===== config.mk =====
export PLATFORM = sky130hd
export DESIGN_NAME = cmwc_seed_fill
export DESIGN_NICKNAME = d
export VERILOG_FILES = /design/src/cmwc_pkg.sv /design/src/cmwc_seed_fill.sv
export SDC_FILE = /design/constraint.sdc
export NUM_CORES = 1
export LEC_CHECK = 0
export BUFFER_PORTS_ARGS = -buffer_cell sky130_fd_sc_hd__buf_4
export CORE_AREA = 2 2 105 107
export DETAILED_ROUTE_END_ITERATION = 16
export DIE_AREA = 0 0 107 109
export PLACE_DENSITY = 0.83
export SLEW_MARGIN = 25
export SYNTH_ARGS = -nofsm -noshare
export SYNTH_HDL_FRONTEND = slang
export SYNTH_SLANG_ARGS = --single-unit

===== constraint.sdc =====
create_clock -name clk -period 10.05 [get_ports clk]
set_input_delay 1.5075 -clock clk [delete_from_list [all_inputs] [get_ports clk]]
set_output_delay 1.5075 -clock clk [all_outputs]
set_load 0.05 [all_outputs]

===== src/cmwc_pkg.sv =====
// Package for the CMWC4096 random generator.
// Holds the word types, the scheme constants and the memory write bundle.
// No dependencies; imported by every module of the block.
package cmwc_pkg;

    localparam int WORD_W = 32;
    localparam int CARRY_W = 20;
    localparam int MULT_W = 15;
    localparam int PROD_W = WORD_W + MULT_W;

    localparam int DEF_TABLE_DEPTH = 4096;

    typedef logic [WORD_W-1:0] word_t;
    typedef logic [CARRY_W-1:0] carry_t;

    localparam word_t PHI_CONST = 32'h9e37_79b9;
    localparam logic [MULT_W-1:0] MULT_CONST = 15'd18782;
    localparam word_t COMP_CONST = 32'hffff_fffe;
    localparam carry_t CARRY_RESET = 20'd362436;

    localparam logic CMD_SEED = 1'b0;
    localparam logic CMD_DRAW = 1'b1;

    typedef struct packed {
        logic  we;
        word_t wdata;
    } mem_wr_t;

endpackage


===== src/cmwc_seed_fill.sv =====
// Seed sequencer: writes one lag table word per cycle over the whole table.
// Depends on cmwc_pkg; drives the RAM write port while a seed is running.
module cmwc_seed_fill #(
    parameter int TABLE_DEPTH = cmwc_pkg::DEF_TABLE_DEPTH,
    parameter int ADDR_W = $clog2(TABLE_DEPTH)
) (
    input  logic                  clk,
    input  logic                  rst_n,
    input  logic                  start,
    input  cmwc_pkg::word_t       seed,
    output logic                  busy,
    output logic [ADDR_W-1:0]     addr,
    output cmwc_pkg::mem_wr_t     wr
);
    import cmwc_pkg::*;

    localparam logic [ADDR_W-1:0] LAST_IDX = ADDR_W'(TABLE_DEPTH - 1);
    localparam logic [ADDR_W-1:0] IDX_ONE = ADDR_W'(1);
    localparam logic [ADDR_W-1:0] IDX_TWO = ADDR_W'(2);

    logic active_reg;
    logic active_next;
    logic [ADDR_W-1:0] k_reg;
    logic [ADDR_W-1:0] k_next;
    word_t seed_reg;
    word_t w1_reg;
    word_t w2_reg;
    word_t w3_reg;
    word_t word_val;

    always_comb
    begin
        if (k_reg == '0)
        begin
            word_val = seed_reg;
        end
        else if (k_reg == IDX_ONE || k_reg == IDX_TWO)
        begin
            word_val = w1_reg + PHI_CONST;
        end
        else
        begin
            word_val = w3_reg ^ w2_reg ^ PHI_CONST ^ {{(WORD_W-ADDR_W){1'b0}}, k_reg};
        end
    end

    always_comb
    begin
        active_next = active_reg;
        k_next = k_reg;
        if (start)
        begin
            active_next = 1'b1;
            k_next = '0;
        end
        else if (active_reg)
        begin
            k_next = k_reg + IDX_ONE;
            if (k_reg == LAST_IDX)
            begin
                active_next = 1'b0;
            end
        end
    end

    always_ff @(posedge clk or negedge rst_n)
    begin
        if (!rst_n)
        begin
            active_reg <= 1'b0;
            k_reg <= '0;
        end
        else
        begin
            active_reg <= active_next;
            k_reg <= k_next;
        end
    end

    always_ff @(posedge clk)
    begin
        if (start)
        begin
            seed_reg <= seed;
        end
        if (active_reg)
        begin
            w1_reg <= word_val;
            w2_reg <= w1_reg;
            w3_reg <= w2_reg;
        end
    end

    assign busy = active_reg;
    assign addr = k_reg;
    assign wr.we = active_reg;
    assign wr.wdata = word_val;

endmodule


* Yosys cells after proc, flatten, opt, wreduce, memory -nomap -nowiden
Index checks and enable logic that the tools add are counted.
** Cells by class
- Add/subtract/negate cells :: 2
- Multipliers :: 0
- Div/mod/pow operators :: 0
- Magnitude comparators :: 0
- Equality and inequality tests :: 3
- Shift-type cells :: 0
- Mux-type cells :: 7
- Bitwise operators :: 3
- Reduce and logical (&&, ||, !) cells :: 3
** Operators with widths (number)
- two-way mux 32 bit :: 2
- adder 32 bit (second input constant) :: 1
- XOR 32 x 12 -> 32 bit :: 1
- XOR 32 bit :: 1
- two-way mux 12 bit :: 2
- inverter 20 bit :: 1
- adder 12 x 1 -> 12 bit (second input constant) :: 1
- equality test 12 x 1 -> 1 bit (second input constant) :: 1
- equality test 12 bit (second input constant) :: 1
- equality test 12 x 2 -> 1 bit (second input constant) :: 1
- logical NOT 12 bit :: 1
- two-way mux 1 bit :: 3
- nonzero test 2 bit :: 1
- logical OR 1 bit :: 1
** Word-level totals
- Register bits :: 141
- Latch bits :: 0
- RAM bits :: 0
- ROM bits :: 0
- Bits of input ports :: 35
- Output and inout port bits :: 46
- Logic and storage cells :: 24
- Memories :: 0

* Depth between registers and ports, before layout
- Depth after elaboration :: 5
- Gate-level depth with buffers :: 7
- Mapped depth without buffers :: 7

* Worst setup path after synthesis
OpenSTA, ideal clock, no wires.
- Path kind :: register to output
- Start point :: register active_reg (netlist: busy)
- End point :: output wr[32] (netlist name)
- Arrival :: 3.170 ns
- Required time :: 8.543 ns
- Path slack :: 5.373 ns
- Cell stages (with the launch flop) :: 2
- Path buffers :: 1
- Path through :: dfrtp_1 -> buf_4
** RTL lines
- start: declaration :: line cmwc_seed_fill.sv:21 : logic active_reg;
- start signal: assignment :: line cmwc_seed_fill.sv:75 : active_reg <= active_next;
- end: declaration :: line cmwc_seed_fill.sv:13 : output cmwc_pkg::mem_wr_t wr
No word-level cell between the ends.

==> flow_summary.toml <==
[grt]
grt_pass1_vias = 4118
antenna_found_initial = 0
grt_start_max_net_pins = 75
grt_overflow_total = 0
grt_first_pass_wirelength_mm = 21.5
global_route.usage.total_pct = 24.6

[sta]
worstMarginPinSlew_ps = 902
finalHoldWorstSlack_ps = 469
fin_crit_sh_pct = 48.5
final_hold_viol_count = 0
rsz0062_at_grt = "no"
maximum_clock_rate_ghz = 0.205
min_period_ps = 4870
setup_viol = 0
timing.final.max_slew_violations = 0
timing.clock.skew_ps = 6.31
timing.max_slew.rel_slack_pct = 39.9
final_sum_of_negative_setup_slack_ps = 0

[finish]
area_delta_synth_final_pct = 20.6
antenna_cells_inserted = 0
post-route-cell-area_mm2 = 0.00765
final_common_cell = "edfxtp_1"
final_cell_mix = "128 x edfxtp_1, 82 x buf_4, 40 x xnor2_1"
final_layout_size_suffix_gt1_share_pct = 22.6
finalNetCount = 599
final_util_pct = 72.2

[clocking]
number_of_post_cts_setup_repair_buffers = 0
tritoncts_num_sinks = 141
hold_buffers = 0
clkLatencyLatePin_ps = 530
cts_buffers = 17
clock_root_buffer_master = "clkbuf_8"
cts_tree = "done"
clk_transition_reported_paths_ps = 60
cts_max_path_buffers = 2
htreeDepth = 4
cts_repair_resize_count = 0

[power]
intPower_mw = 1.63
power_frac_clock_pct = 23.0
vdd_ir_drop_max_v = 0.000197
pwr-share-seq_pct = 41.9
power.share.switching_pct = 38.2
p_total_mw = 2.63
leakage_nw = 2.92
power_frac_comb_pct = 35.1
switchingPower_mw = 1.01
pwr_density_cell_mw_per_mm2 = 344

[drt]
detail_route.drc_violations = 0
drt_iter0_markers = 453
dr.pass1.iters = 5
avgRoutedWirePerCell_um = 18.9
highest-signal-layer = "met4"
total_number_of_vias = 4163
drtAntennaViolNets = 0
drt_wl_total_mm = 13.4
avgViaCountPerCell = 5.85
detailroute.wirelength.met2_mm = 6.24
met3_length_um = 838
drt-met1-wl_mm = 6.07

[placed_design]
hpwlAfterDp_mm = 8.82
port_buffers = 80
gp_routability_congestion = 0.921
postPlaceCellArea_mm2 = 0.00707

[logic_synthesis]
synth_cell_type_count = 58
postSynthAreaPerCell_um2 = 13.5
yosysSeqAreaShare_pct = 65.7
synth_seq_cells = 141
post_synth_inst_count = 471
synth_enable_flop_cells = 128
ys.warnings.count = 0
async_flop_share_pct = 9.22
synth.cell_area_mm2 = 0.00634
synth_fp_nets = 511
synthFlopType = "edfxtp_1"

[worst_setup_path]
crit_start = "addr[9]"
cp.arrival_ps = 3370
worstPathMaxFanout = 26
crit_path_start_kind = "register"
critical_path.cell_chain = "nor4_4 > o2111a_1 > nor2_1 > a22oi_1 > o21ai_0 > buf_4"
crit_required_ps = 8540
cp_slowest_cell = "o2111a_1"
critical_path.reg2reg.startpoint = "addr[9]"
setup.worst_path.class = "register to output port"
cpPeakStageDelay_ps = 840
critPathCaptureType = "output port"

[die]
fp.coreArea_mm2 = 0.0106
effective_utilization_at_floorplan_pct = 59.8
floorplan.rows = 38
die-area_mm2 = 0.0117
die_height_um = 109
dieWidth_um = 107
io-pin-count = 81

[hold_path]
min-delay-path-class = "register to register"
worst_hold_startpoint = "w2_reg[28]"

[run_status]
status = "completed"

[run]
timing.max_cap.violations = 0
==> worst max-delay path, delay by kind of cell (launching register included) <==
family / cells / cell delay [ps]
buf+inv: 1 / 230
flops: 1 / 490
compound gates: 3 / 1310
simple gates: 2 / 800
==> power groups by stage <==
stage | registers (mW) | clock network (mW) | logic (mW)
after floorplan | 1.05 | 0 | 0.687
after global placement | 1.09 | 0 | 0.895
after detailed placement | 1.10 | 0 | 0.905
after CTS | 1.10 | 0.612 | 0.920
after global routing | 1.13 | 0.633 | 0.995
final | 1.10 | 0.606 | 0.924
==> cell usage after synthesis (2+ instances only) <==
library cell,count,area [um^2]
nor2_1,38,143
o21a_1,2,15.0
nand2_1,36,135
or3_1,5,31.3
buf_2,5,25.0
nor3_1,4,20.0
nand3_1,10,50.1
a31oi_1,3,18.8
o2111ai_1,2,17.5
clkbuf_1,6,22.5
o22ai_1,6,37.5
o21ai_0,38,190
nand2b_1,3,18.8
xnor2_1,40,350
a22oi_1,8,60.1
nor4_4,2,42.5
dfrtp_1,13,325
nor4_1,3,18.8
nand4_1,5,31.3
buf_4,2,15.0
a211oi_1,3,22.5
xor2_1,31,272
mux2i_1,2,20.0
ha_1,5,62.6
inv_1,6,22.5
and3_1,4,25.0
nor3_2,3,30.0
o21ai_1,3,15.0
and2_1,3,18.8
and4_1,3,26.3
a21oi_1,23,115
edfxtp_1,128,3840
==> stage by stage <==
step / cells / setup WS [ps]
2_1_floorplan: 471 / 5370
3_3_place_gp: 679 / 5560
3_5_place_dp: 679 / 5440
4_1_cts: 711 / 4840
5_1_grt: 712 / 4980
6_report: 712 / 5180
==> cell type report <==
| cell class | count | area [um^2] |
|---|---|---|
| sequential | 141 | 4170 |
| fill | 683 | 2950 |
| multi-input combinational | 310 | 2080 |
| timing repair buffer | 83 | 627 |
| clock buffer | 19 | 422 |
| tap | 140 | 175 |
| clock inverter | 13 | 148 |
| inverter | 6 | 22.5 |
==> final timing paths <==
check                              to  depth (start not counted)  slack, ps
max                            wr[16]                          6       5180
min                        w3_reg[28]                          0        470
max reg2reg                w1_reg[16]                          5       7160
min reg2reg                w3_reg[28]                          0        470
max in group asynchronous        busy                          1       9050
min in group asynchronous     addr[3]                          1        810
==> routing by layer <==
layer,vias up,track usage [%]
li1,1941,-
met1,2023,35.3
met2,174,36.1
met3,25,6.63
met4,0,9.93
met5,-,0
==> cells by family after synthesis <==
group,synth area share [%]
xor+xnor,9.80
compound gates,11.1
buf+inv,1.42
mux,0.316
simple gates,10.7
flops,65.7
fa+ha+maj,0.986
No activity file was read; power rests on OpenSTA's default activity.
