### src/cmwc_pkg.sv
// Package for the CMWC4096 random generator.
// Holds the word types, the scheme constants and the memory write bundle.
// No dependencies; imported by every module of the block.
package cmwc_pkg;

    localparam int WORD_W = 32;
    localparam int CARRY_W = 20;
    localparam int MULT_W = 15;
    localparam int PROD_W = WORD_W + MULT_W;

    localparam int DEF_TABLE_DEPTH = 4096;

    typedef logic [WORD_W-1:0] word_t;
    typedef logic [CARRY_W-1:0] carry_t;

    localparam word_t PHI_CONST = 32'h9e37_79b9;
    localparam logic [MULT_W-1:0] MULT_CONST = 15'd18782;
    localparam word_t COMP_CONST = 32'hffff_fffe;
    localparam carry_t CARRY_RESET = 20'd362436;

    localparam logic CMD_SEED = 1'b0;
    localparam logic CMD_DRAW = 1'b1;

    typedef struct packed {
        logic  we;
        word_t wdata;
    } mem_wr_t;

endpackage

### src/cmwc_draw_unit.sv
// Draw datapath: index step, table read, constant multiply, carry update
// and write-back. Depends on cmwc_pkg; owns the carry and index registers.
module cmwc_draw_unit #(
    parameter int TABLE_DEPTH = cmwc_pkg::DEF_TABLE_DEPTH,
    parameter int ADDR_W = $clog2(TABLE_DEPTH)
) (
    input  logic                  clk,
    input  logic                  rst_n,
    input  logic                  start,
    input  cmwc_pkg::word_t       rdata,
    output logic                  busy,
    output logic [ADDR_W-1:0]     addr,
    output cmwc_pkg::mem_wr_t     wr,
    output logic                  result_valid,
    output cmwc_pkg::word_t       result_word
);
    import cmwc_pkg::*;

    localparam logic [1:0] ST_IDLE = 2'd0;
    localparam logic [1:0] ST_READ = 2'd1;
    localparam logic [1:0] ST_MUL = 2'd2;
    localparam logic [1:0] ST_WB = 2'd3;
    localparam logic [ADDR_W-1:0] INDEX_RESET = ADDR_W'(TABLE_DEPTH - 1);

    logic [1:0] state_reg;
    logic [1:0] state_next;
    logic [ADDR_W-1:0] index_reg;
    logic [ADDR_W-1:0] index_next;
    carry_t carry_reg;
    carry_t carry_next;
    logic valid_reg;
    logic valid_next;
    word_t word_reg;
    logic [PROD_W-1:0] prod_reg;
    logic [PROD_W:0] t_sum;
    logic [PROD_W-WORD_W:0] carry_hi;
    word_t x_sum;
    logic wrap;
    word_t x_fin;
    word_t wb_word;

    always_comb
    begin
        t_sum = {1'b0, prod_reg} + (PROD_W + 1)'(carry_reg);
        carry_hi = t_sum[PROD_W:WORD_W];
        x_sum = t_sum[WORD_W-1:0] + WORD_W'(carry_hi);
        wrap = x_sum < WORD_W'(carry_hi);
        x_fin = x_sum + WORD_W'(wrap);
        wb_word = COMP_CONST - x_fin;
    end

    always_comb
    begin
        state_next = state_reg;
        index_next = index_reg;
        carry_next = carry_reg;
        valid_next = 1'b0;
        unique case (state_reg)
            ST_IDLE:
            begin
                if (start)
                begin
                    state_next = ST_READ;
                    index_next = index_reg + ADDR_W'(1);
                end
            end
            ST_READ:
            begin
                state_next = ST_MUL;
            end
            ST_MUL:
            begin
                state_next = ST_WB;
            end
            ST_WB:
            begin
                state_next = ST_IDLE;
                carry_next = CARRY_W'(carry_hi) + CARRY_W'(wrap);
                valid_next = 1'b1;
            end
            default:
            begin
                state_next = ST_IDLE;
            end
        endcase
    end

    always_ff @(posedge clk or negedge rst_n)
    begin
        if (!rst_n)
        begin
            state_reg <= ST_IDLE;
            index_reg <= INDEX_RESET;
            carry_reg <= CARRY_RESET;
            valid_reg <= 1'b0;
        end
        else
        begin
            state_reg <= state_next;
            index_reg <= index_next;
            carry_reg <= carry_next;
            valid_reg <= valid_next;
        end
    end

    always_ff @(posedge clk)
    begin
        if (state_reg == ST_MUL)
        begin
            prod_reg <= PROD_W'(rdata) * PROD_W'(MULT_CONST);
        end
        if (state_reg == ST_WB)
        begin
            word_reg <= wb_word;
        end
    end

    assign busy = (state_reg != ST_IDLE);
    assign addr = index_reg;
    assign wr.we = (state_reg == ST_WB);
    assign wr.wdata = wb_word;
    assign result_valid = valid_reg;
    assign result_word = word_reg;

endmodule

### config.mk
export PLATFORM = sky130hd
export DESIGN_NAME = cmwc_draw_unit
export DESIGN_NICKNAME = d
export VERILOG_FILES = /design/src/cmwc_pkg.sv /design/src/cmwc_draw_unit.sv
export SDC_FILE = /design/constraint.sdc
export NUM_CORES = 1
export LEC_CHECK = 0
export BUFFER_PORTS_ARGS = -buffer_cell sky130_fd_sc_hd__clkbuf_2
export CORE_MARGIN = 2
export CORE_UTILIZATION = 45
export DETAILED_ROUTE_END_ITERATION = 6
export MAX_ROUTING_LAYER = met4
export PLACE_DENSITY_LB_ADDON = 0.25
export SLEW_MARGIN = 20
export SYNTH_ARGS = -nofsm -noshare
export SYNTH_HDL_FRONTEND = slang
export SYNTH_SLANG_ARGS = --single-unit
### constraint.sdc
create_clock -name clk -period 16.2 [get_ports clk]
set_clock_uncertainty 0.1 [all_clocks]
set_input_delay 1.62 -clock clk [delete_from_list [all_inputs] [get_ports clk]]
set_output_delay 1.62 -clock clk [all_outputs]
set_load 0.01 [all_outputs]
# Word level (Yosys, flattened, before mapping)
# Cells that the tools add are included.
[op_classes] mul=1 magnitude_cmp=1 n_reduce_logical=3 eq_ne=4 mux=3 addsub=6
[ops] op="47-bit by 20-bit adder with 48-bit output" count=1
[ops] op="32-bit by 14-bit multiplier with 46-bit output (second input constant)" count=1
[ops] op="32-bit by 1-bit adder with 32-bit output" count=1
[ops] op="32-bit by 16-bit adder with 32-bit output" count=1
[ops] op="32-bit by 16-bit < comparator with 1-bit output" count=1
[ops] op="32-bit subtractor (first input constant)" count=1
[ops] op="16-bit by 1-bit adder with 17-bit output" count=1
[ops] op="12-bit by 1-bit adder with 12-bit output (second input constant)" count=1
[ops] op="2-bit case mux with 4 select lines" count=1
[ops] op="2-bit == test (second input constant)" count=2
[ops] op="2-bit by 1-bit == test with 1-bit output (second input constant)" count=1
[ops] op="2-bit zero test" count=1
[ops] op="2-bit 2-to-1 mux" count=1
[ops] op="2-bit != test (second input constant)" count=1
[ops] op="2-bit AND reduction" count=1
[ops] op="2-bit nonzero test" count=1
[ops] op="1-bit 2-to-1 mux" count=1
[totals] ff_bits=113 out_inout_bits=79 in_bits=35 elab_cells=24

# Longest topological paths before layout
# Gate-level depths: netlist (run 1).
[depth] ltp_word=5 depth_mapped=42 depth_no_buf=39

# Worst setup path before layout (run 1)
# OpenSTA, ideal clock, no wires.
[synth_path] kind="reg2out" startpoint="register carry_reg[15]" endpoint="output port wr[22] (netlist bit)" t_arrival_ns=7.901 slack_ns=6.579 path_stages_with_launch=40 path_buffers=3 t_required_ns=14.480 cell_sequence="dfstp_2 -> ha_1 -> clkbuf_1 -> a21o_1 -> a21oi_1 -> nor2_1 -> a211oi_1 -> and2_1 -> clkbuf_1 -> nor2_1 -> nand4_1 -> xnor2_1 -> ha_1 -> inv_1 -> fa_1 -> inv_1 -> a21oi_1 -> o21bai_1 -> (+4 left out) -> o211ai_1 -> inv_2 -> ha_1 -> a211o_1 -> o41ai_1 -> nand4_1 -> nor4_1 -> nand3_1 -> ha_1 -> inv_1 -> ha_1 -> and2_1 -> nand3_1 -> or4_4 -> buf_6 -> or3b_4 -> nor3_2 -> xor2_1"
[synth_lines] item="start: declaration" line_no="cmwc_draw_unit.sv:29" text="carry_t carry_reg;"
[synth_lines] item="start signal: assignment" line_no="cmwc_draw_unit.sv:101" text="carry_reg <= carry_next;"
[synth_lines] item="end: declaration" line_no="cmwc_draw_unit.sv:13" text="output cmwc_pkg::mem_wr_t wr,"

==> qor.csv, run 1 <==
stage,metric,value,unit
clocking,Resized cells post-CTS,0,
worst_setup_path,WP data arrival,9.98,ns
floorplanning,Die Width,199,µm
drt,post-route ant nets,0,
final_layout,most frequent cells in the layout,"inv_1, ha_1, fa_1, clkbuf_2, xnor2_1",
sta,unrepaired setup endpoints after global routing,no,
clocking,H-tree level count,3,
final_layout,"most common cell after layout, fill and taps aside",inv_1,
drt,total iterations of the first detailed-routing run,5,
grt,initial antenna violation count,1,
sta,Final Slew Violations,0,
clocking,Worst-path clk slew,0.07,ns
floorplanning,core box area,0.0375,mm²
drt,Post-route DRC,0,
final_layout,layout cells sized above 1,11.2,%
hold_path,Hold Crit Class,flip-flop to flip-flop,
synthesis,number of synthesized register bits,111,
synthesis,Synth area leaders,"fa_1, ha_1, edfxtp_1, inv_1, xnor2_1",
floorplanning,Die Area,0.0394,mm²
drt,via count,12642,
worst_setup_path,Critical Setup Path Class,flip-flop to output port,
worst_setup_path,Crit path top cell by count,ha_1,
sta,worst-margin pin slew,1.04,ns
grt,total gr overflow,0,
synthesis,Yosys top cell by area,fa_1,
sta,TNS Setup,0,ns
synthesis,prevailing post-synth register cell,edfxtp_1,
worst_setup_path,worst setup path startpoint,carry_reg[15],
synthesis,Yosys warnings,0,
placement,Area after DPL,0.0181,mm²
sta,fin crit share,72.2,%
worst_setup_path,CP required,14.48,ns
clocking,Post-CTS Setup Inserts,0,
worst_setup_path,CP max stage cell,a211oi_1,
clocking,CTS Buf Count,9,
sta,Setup Viol. Count Final,0,
drt,WL final,39.8,mm
final_layout,fin area,0.0184,mm²
grt,pin count of the biggest net entering global routing,53,
sta,Final Hold Slack,0.386,ns
placement,gpl congestion,0.944,
worst_setup_path,CP max FO,8,
synthesis,number of synthesized flops with an enable pin,78,
clocking,Sink Count,111,
sta,worst setup margin,4.50,ns
placement,Port Buf Inserts,113,
clocking,clock root cell,clkbuf_16,
sta,final period demand of the worst path,11.70,ns
sta,Highest Clock Rate,85.4,MHz
floorplanning,row count,71,
synthesis,top cell type's share of synthesized area,20.0,%
synthesis,synth unique cells,95,
synthesis,ys async rst share,29.7,%
grt,first-pass GRT wire length,65.1,mm
synthesis,Post-Syn Nets,2236,
grt,Total GRT Usage,21.4,%
synthesis,post-synthesis cell count,1760,
floorplanning,Starting Density,45.4,%
sta,final hold viol count,0,
job,Max-cap violations,0,
final_layout,Final nets,2334,
placement,HPWL Detailed,33.9,mm
worst_setup_path,CP peak stage delay,0.68,ns
floorplanning,die span in y,199,µm
clocking,CTS tree,built,
synthesis,Mapped Area,0.0170,mm²
placement,worst slack at placement,4.98,ns
grt,vias in the first global route,12675,
clocking,Post-CTS Hold Buffers,0,
hold_path,hold_sp,carry_reg[16],
final_layout,Largest register FFs,46,
sta,Slew headroom,29.6,%
clocking,clk_lat worst skew,0.36,ns
worst_setup_path,crit path capture type,output port,
drt,DR iter-0 viols,774,
synthesis,mean area per synthesized cell,9.68,µm²
worst_setup_path,RR Startpoint,carry_reg[15],
final_layout,area delta synth->final,8.25,%
clocking,Bufs on Longest Clock Path,2,
outcome,status,"finished, final reports clean",
drt,vias per cell,5.33,
drt,DR WL/cell,16.8,µm
synthesis,sequential-to-total area share from yosys stat,18.8,%
floorplanning,IO Pins,114,
worst_setup_path,Startpoint Class,flip-flop,
-- final timing paths --
check	to	slack, ns	depth (start not counted)
setup / recovery	wr[23]	4.50	34
hold / removal	carry_reg[16]	0.39	1
setup reg to reg	result_word[23]	6.44	33
hold reg to reg	carry_reg[16]	0.39	1
max in group asynchronous	carry_reg[14]	14.21	1
min in group asynchronous	carry_reg[1]	1.27	1
-- layer usage --
| layer | share of wire, % | global-route usage (%) | vias to the layer above |
|---|---|---|---|
| li1 | - | - | 6197 |
| met1 | 50 | 30.5 | 6130 |
| met2 | 45 | 33.1 | 280 |
| met3 | 4.0 | 2.20 | 35 |
| met4 | 1.5 | 4.28 | 0 |
| met5 | 0 | - | - |
-- worst max-delay path: cells and delay by family (launching register included) --
family,cells,cell delay (ns)
AO/OA/AOI/OAI,12,3.70
adder cells (fa/ha/maj),4,1.23
AND/OR/NAND/NOR,12,2.98
flip-flops,1,0.53
XOR/XNOR,2,0.70
buffers and inverters,4,0.48
-- cell families (layout without fill, tap and decap cells) --
family / Yosys count / in the layout / synth area share (%)
other: 0 / 1 / 0
AOI/OAI and AO/OA: 313 / 313 / 12.8
muxes: 24 / 24 / 1.56
xor gates and xnor gates: 148 / 148 / 7.65
buffers and inverters: 343 / 445 / 7.67
adders and majority gates: 441 / 441 / 39.9
DFF: 111 / 111 / 18.8
and+or+nand+nor: 380 / 380 / 11.7
-- cells in the mapped netlist, types with 8 or more instances --
library cell	instances
dfrtp_1	12
a21o_1	46
a31oi_1	9
o21a_1	23
o21ai_0	44
mux2_2	20
xor2_1	52
fa_1	170
nor2_1	80
nand2_1	82
o211ai_1	15
a21oi_1	82
dfstp_2	21
nor4_1	8
and2_1	20
and3_1	24
xnor2_1	95
ha_1	271
edfxtp_1	78
nor3_1	35
inv_1	314
o21bai_1	14
nand2b_1	16
nand3_1	34
a211oi_1	14
nand4_1	26
clkbuf_1	22
nor2b_1	14
-- layout make-up --
| type | instances | area, µm² |
|---|---|---|
| multi-input combinational | 1306 | 12600 |
| fill | 3551 | 19000 |
| clock inverter | 6 | 68.8 |
| clock buffer | 9 | 225 |
| sequential | 111 | 3190 |
| timing repair buffer | 114 | 573 |
| tap | 511 | 639 |
| inverter | 316 | 1190 |
| antenna | 1 | 2.50 |
-- per-stage QoR --
stage	instances	util, %
2_1_floorplan	1760	-
3_3_place_gp	2358	48.4
3_5_place_dp	2358	48.4
4_1_cts	2373	49.2
5_1_grt	2374	49.2
6_report	2374	49.2
Power of run 1 is left out: the tool's default activity adds up to more than one toggle a clock period on the data nets, which glitch-free logic cannot reach.
==> inputs of run 2 (changes only) <==
==> constraint.sdc (replaced) <==
create_clock -name clk -period 10.3 [get_ports clk]
set_clock_uncertainty 0.1 [all_clocks]
set_input_delay 1.03 -clock clk [delete_from_list [all_inputs] [get_ports clk]]
set_output_delay 1.03 -clock clk [all_outputs]
set_load 0.01 [all_outputs]
==> qor.csv, run 2 (synthesis gave the netlist of run 1 again) <==
stage,metric,value,unit,change
outcome,status,"finished, final reports clean",,
drt,total iterations of the first detailed-routing run,5,,unchanged
job,Max-cap violations,0,,unchanged
sta,Final Slew Violations,0,,unchanged
clocking,Sink Count,111,,unchanged
grt,Total GRT Usage,21.4,%,+0.042 points
sta,final period demand of the worst path,9.84,ns,
final_layout,area of the multi-input gates,0.0127,mm²,+1.1%
clocking,Bufs on Longest Clock Path,2,,unchanged
worst_setup_path,CP max stage cell,or4_4,,
clocking,Worst-path clk slew,0.07,ns,about the same
drt,Post-route DRC,0,,unchanged
floorplanning,Die Area,0.0394,mm²,unchanged
sta,worst setup margin,0.458,ns,-4.04 ns
worst_setup_path,WP data arrival,8.71,ns,-1.27 ns
final_layout,most frequent cells in the layout,"inv_1, ha_1, fa_1, clkbuf_2, xnor2_1",,
drt,DR iter-0 viols,798,,+3.1%
floorplanning,Die Width,199,µm,unchanged
sta,Setup Viol. Count Final,0,,unchanged
worst_setup_path,crit path capture type,output port,,
sta,final hold viol count,0,,unchanged
drt,WL final,39.9,mm,+0.14%
grt,total gr overflow,0,,unchanged
clocking,clock root cell,clkbuf_16,,
floorplanning,row count,71,,unchanged
grt,first-pass GRT wire length,65.2,mm,about the same
clocking,clk_lat worst skew,0.37,ns,about the same
sta,Highest Clock Rate,102,MHz,
hold_path,Hold Crit Class,flip-flop to flip-flop,,
final_layout,layout cells sized above 1,13.3,%,+2.1 points
clocking,CTS Buf Count,9,,unchanged
worst_setup_path,CP required,9.17,ns,-5.31 ns
final_layout,area delta synth->final,10.0,%,
drt,vias per cell,5.30,,-0.56%
worst_setup_path,Startpoint Class,flip-flop,,
clocking,CTS tree,built,,
sta,Slew headroom,29.7,%,+0.037 points
grt,initial antenna violation count,0,,-1
final_layout,ANT cells,0,,-1
grt,vias in the first global route,12528,,-1.2%
drt,via count,12667,,+0.20%
placement,gpl congestion,0.942,,-0.14%
floorplanning,core box area,0.0375,mm²,unchanged
drt,post-route ant nets,0,,unchanged
worst_setup_path,CP peak stage delay,0.56,ns,-0.12 ns
final_layout,Largest register FFs,46,,unchanged
placement,worst slack at placement,0.105,ns,-4.87 ns
drt,DR WL/cell,16.7,µm,-0.61%
final_layout,final core occ,50.0,%,+0.79 points
placement,Port Buf Inserts,113,,unchanged
worst_setup_path,Crit path top cell by count,ha_1,,
sta,fin crit share,95.6,%,
worst_setup_path,CP max FO,6,,-2
floorplanning,IO Pins,114,,unchanged
worst_setup_path,FF-to-FF path depth,36,,+9.1%
placement,HPWL Detailed,33.8,mm,-0.40%
clocking,H-tree level count,3,,unchanged
hold_path,Worst Hold Depth,1,,unchanged
grt,pin count of the biggest net entering global routing,53,,unchanged
floorplanning,Starting Density,45.4,%,unchanged
final_layout,fill cell count,3535,,-0.45%
final_layout,"most common cell after layout, fill and taps aside",inv_1,,
sta,worst-margin pin slew,1.04,ns,-0.000541 ns
final_layout,Final nets,2352,,+0.77%
worst_setup_path,Critical Setup Path Class,flip-flop to output port,,
final_layout,storage element area,0.00319,mm²,unchanged
floorplanning,die span in y,199,µm,unchanged
## run 2: changes by cell type in the layout (fill, tap and decap cells not counted), moves of 2 or more
cell     before  now
xnor2_1      95   92
nor2_1       80   78
nor2_2        0    2
buf_4         1   19
a21oi_1      82   77
a21oi_2       1    5
nor4_1        8    6
xnor2_2       1    4
nor4_2        1    3
o21ai_0      44   42
xor2_1       52   50
xor2_2        0    2
## run 2: worst paths after layout
kind	from	end	slack, ns
setup / recovery	carry_reg[1]	wr[22]	0.46
hold / removal	carry_reg[16]	carry_reg[16]	0.39
setup reg to reg	carry_reg[1]	result_word[22]	1.86
hold reg to reg	carry_reg[16]	carry_reg[16]	0.39
max in group asynchronous	rst_n	carry_reg[0]	8.88
min in group asynchronous	rst_n	result_valid	0.66
## run 2: critical path: cells and delay by family (launching register included)
family,cells,cell delay [ns]
AOI/OAI and AO/OA,14,3.28
and+or+nand+nor,10,2.18
adders and majority gates,6,1.60
buffers and inverters,5,0.53
DFF,1,0.38
xor gates and xnor gates,2,0.35
## run 2: layout make-up
type / instances / area share [%]
clock buffer: 10 / 1.22
clock inverter: 6 / 0.487
inverter: 316 / 6.34
multi-input combinational: 1306 / 67.7
sequential: 111 / 17.0
tap: 511 / 3.41
timing repair buffer: 132 / 3.78
## run 2: layer usage
metal,share of wire (%),global-route usage [%],wire (µm),vias to the layer above
li1,-,-,-,6226
met2,45,33.4,17900,272
met5,0,-,0,-
met1,50,30.9,20100,6140
met4,1.1,3.54,458,0
met3,3.5,1.85,1390,29
## run 2: repair_timing
action / in CTS / in global routing
pin swaps: 1 / 5
gates resized for setup: 6 / 24
hold buffers: 0 / 0
setup endpoints to repair: 11 / 16
buffers inserted: 1 / 5
gates cloned: 0 / 0
## run 2: through the flow
stage	setup TNS (ns)	cell area [µm²]	hold slack [ns]	std cells
after floorplan	0	17000	0.369	1760
after global placement	0	18200	0.375	2370
after detailed placement	0	18200	0.378	2370
after CTS	0	18600	0.392	2387
after global routing	-0.00148	18700	0.399	2392
final	0	18700	0.390	2392
Power of run 2 is left out for the same reason.
==> inputs of run 3 (changes only) <==
--- a/config.mk
+++ b/config.mk
@@ -6,6 +6,7 @@
 export NUM_CORES = 1
 export LEC_CHECK = 0
 export BUFFER_PORTS_ARGS = -buffer_cell sky130_fd_sc_hd__clkbuf_2
+export CORE_ASPECT_RATIO = 0.7
 export CORE_MARGIN = 2
 export CORE_UTILIZATION = 45
 export DETAILED_ROUTE_END_ITERATION = 6
==> qor.csv, run 3 (synthesis gave the netlist of run 1 again) <==
stage,metric,value,unit,change
grt,first-pass GRT wire length,65.4,mm,+0.32%
drt,post-route ant nets,0,,unchanged
sta,Setup Viol. Count Final,0,,unchanged
job,Max-cap violations,0,,unchanged
worst_setup_path,CP required,9.17,ns,about the same
clocking,Sink Count,111,,unchanged
drt,Post-route DRC,0,,unchanged
sta,Final Slew Violations,0,,unchanged
worst_setup_path,CP max stage cell,dfrtp_1,,
floorplanning,die span in y,167,µm,-16%
clocking,H-tree level count,3,,unchanged
final_layout,Final nets,2360,,+0.34%
clocking,Post-CTS Hold Buffers,0,,unchanged
final_layout,most frequent cells in the layout,"inv_1, ha_1, fa_1, clkbuf_2, xnor2_1",,
worst_setup_path,WP data arrival,8.84,ns,+0.13 ns
sta,Final Hold Slack,0.386,ns,-0.00376 ns
final_layout,"most common cell after layout, fill and taps aside",inv_1,,
clocking,clock root cell,clkbuf_16,,
floorplanning,Die Width,237,µm,+19%
grt,initial antenna violation count,0,,unchanged
sta,fin crit share,96.8,%,+1.2 points
floorplanning,Die Area,0.0395,mm²,about the same
drt,met1 WL,20.2,mm,+0.57%
drt,via count,12796,,+1.0%
placement,gpl congestion,0.945,,+0.28%
floorplanning,row count,59,,-17%
clocking,Worst-path clk slew,0.09,ns,+0.02 ns
sta,Slew headroom,31.8,%,+2.1 points
sta,final period demand of the worst path,9.97,ns,+0.127 ns
placement,Area after DPL,0.0182,mm²,-0.12%
floorplanning,core box area,0.0372,mm²,-0.75%
drt,wire length on met2,18.4,mm,+2.5%
drt,vias per cell,5.38,,+1.7%
worst_setup_path,Startpoint Class,flip-flop,,
final_layout,fin area,0.0188,mm²,+0.49%
worst_setup_path,CP peak stage delay,0.39,ns,-0.17 ns
outcome,status,"finished, final reports clean",,
worst_setup_path,Critical Setup Path Class,flip-flop to output port,,
floorplanning,Starting Density,45.8,%,+0.35 points
sta,worst-margin pin slew,1.01,ns,-0.0315 ns
drt,highest routing layer actually used,met4,,
grt,pin count of the biggest net entering global routing,54,,+1.9%
grt,total gr overflow,0,,unchanged
drt,DR iter-0 viols,749,,-6.1%
final_layout,layout cells sized above 1,14.3,%,+1.1 points
drt,WL final,40.7,mm,+2.1%
hold_path,Hold Crit Class,flip-flop to flip-flop,,
placement,Port Buf Inserts,113,,unchanged
final_layout,Largest register FFs,46,,unchanged
sta,Highest Clock Rate,100,MHz,-1.3%
final_layout,area delta synth->final,10.5,%,
sta,final hold viol count,0,,unchanged
drt,length of routed met3 wiring,1.75,mm,+26%
worst_setup_path,crit path capture type,output port,,
grt,vias in the first global route,12716,,+1.5%
placement,HPWL Detailed,34.1,mm,+0.88%
grt,Total GRT Usage,21.1,%,-0.32 points
clocking,CTS tree,built,,
final_layout,ANT cells,0,,unchanged
clocking,CTS Buf Count,9,,unchanged
floorplanning,IO Pins,114,,unchanged
worst_setup_path,CP max FO,4,,-2
clocking,clk_lat worst skew,0.38,ns,about the same
clocking,Bufs on Longest Clock Path,2,,unchanged
drt,DR WL/cell,17.1,µm,+2.8%
drt,total iterations of the first detailed-routing run,5,,unchanged
final_layout,final core occ,50.6,%,+0.63 points
-- run 3: cell types whose count changed in the layout (fill, tap and decap cells not counted), moves of 2 or more --
cell and change:
ha_1 -3, xor2_2 +2, xor2_1 -2, buf_4 +8
bufinv_16 -2, ha_2 +2
-- run 3: per-stage QoR --
step                      instances  setup WS, ns  setup TNS, ns
after floorplan                1760          1.27              0
after global placement         2348         0.273              0
after detailed placement       2348       0.00253              0
after CTS                      2365        0.0485              0
after global routing           2377       -0.0775         -0.176
final                          2377         0.331              0
-- run 3: repair_timing --
item,4_1_cts,5_1_grt
gates resized for setup,5,42
hold endpoints to repair,0,0
buffers inserted,1,12
pin swaps,1,16
endpoints found under the setup margin,14,21
-- run 3: path summary, 6_finish.rpt --
| path | startpoint | to | slack (ns) | cells past startpoint |
|---|---|---|---|---|
| setup / recovery | carry_reg[1] | wr[31] | 0.33 | 39 |
| hold / removal | carry_reg[18] | carry_reg[18] | 0.39 | 1 |
| setup reg to reg | carry_reg[1] | result_word[23] | 1.72 | 37 |
| hold reg to reg | carry_reg[18] | carry_reg[18] | 0.39 | 1 |
| max in group asynchronous | rst_n | carry_reg[14] | 8.85 | 1 |
| min in group asynchronous | rst_n | carry_reg[1] | 0.67 | 1 |
-- run 3: critical path: cells and delay by family, from the launching register on --
| family | cells | cell delay (ns) |
|---|---|---|
| and+or+nand+nor | 11 | 2.20 |
| AOI/OAI and AO/OA | 14 | 3.35 |
| buffers and inverters | 7 | 0.81 |
| adders and majority gates | 5 | 1.34 |
| xor gates and xnor gates | 2 | 0.37 |
| DFF | 1 | 0.39 |
-- run 3: area by class of cell --
type,count,area (µm²)
well taps,488,611
inverters,316,1190
flip-flops and latches,111,3190
multi-input cells,1306,12800
clock buffers,9,225
repair buffers,140,768
clock inverters,7,80.1
fillers,3448,18400
-- run 3: layer usage --
layer / track usage [%] / vias to the layer above
li1: - / 6234
met1: 30.4 / 6283
met2: 32.5 / 250
met3: 2.54 / 29
met4: 3.16 / 0
met5: - / -
Power of run 3 is left out for the same reason.
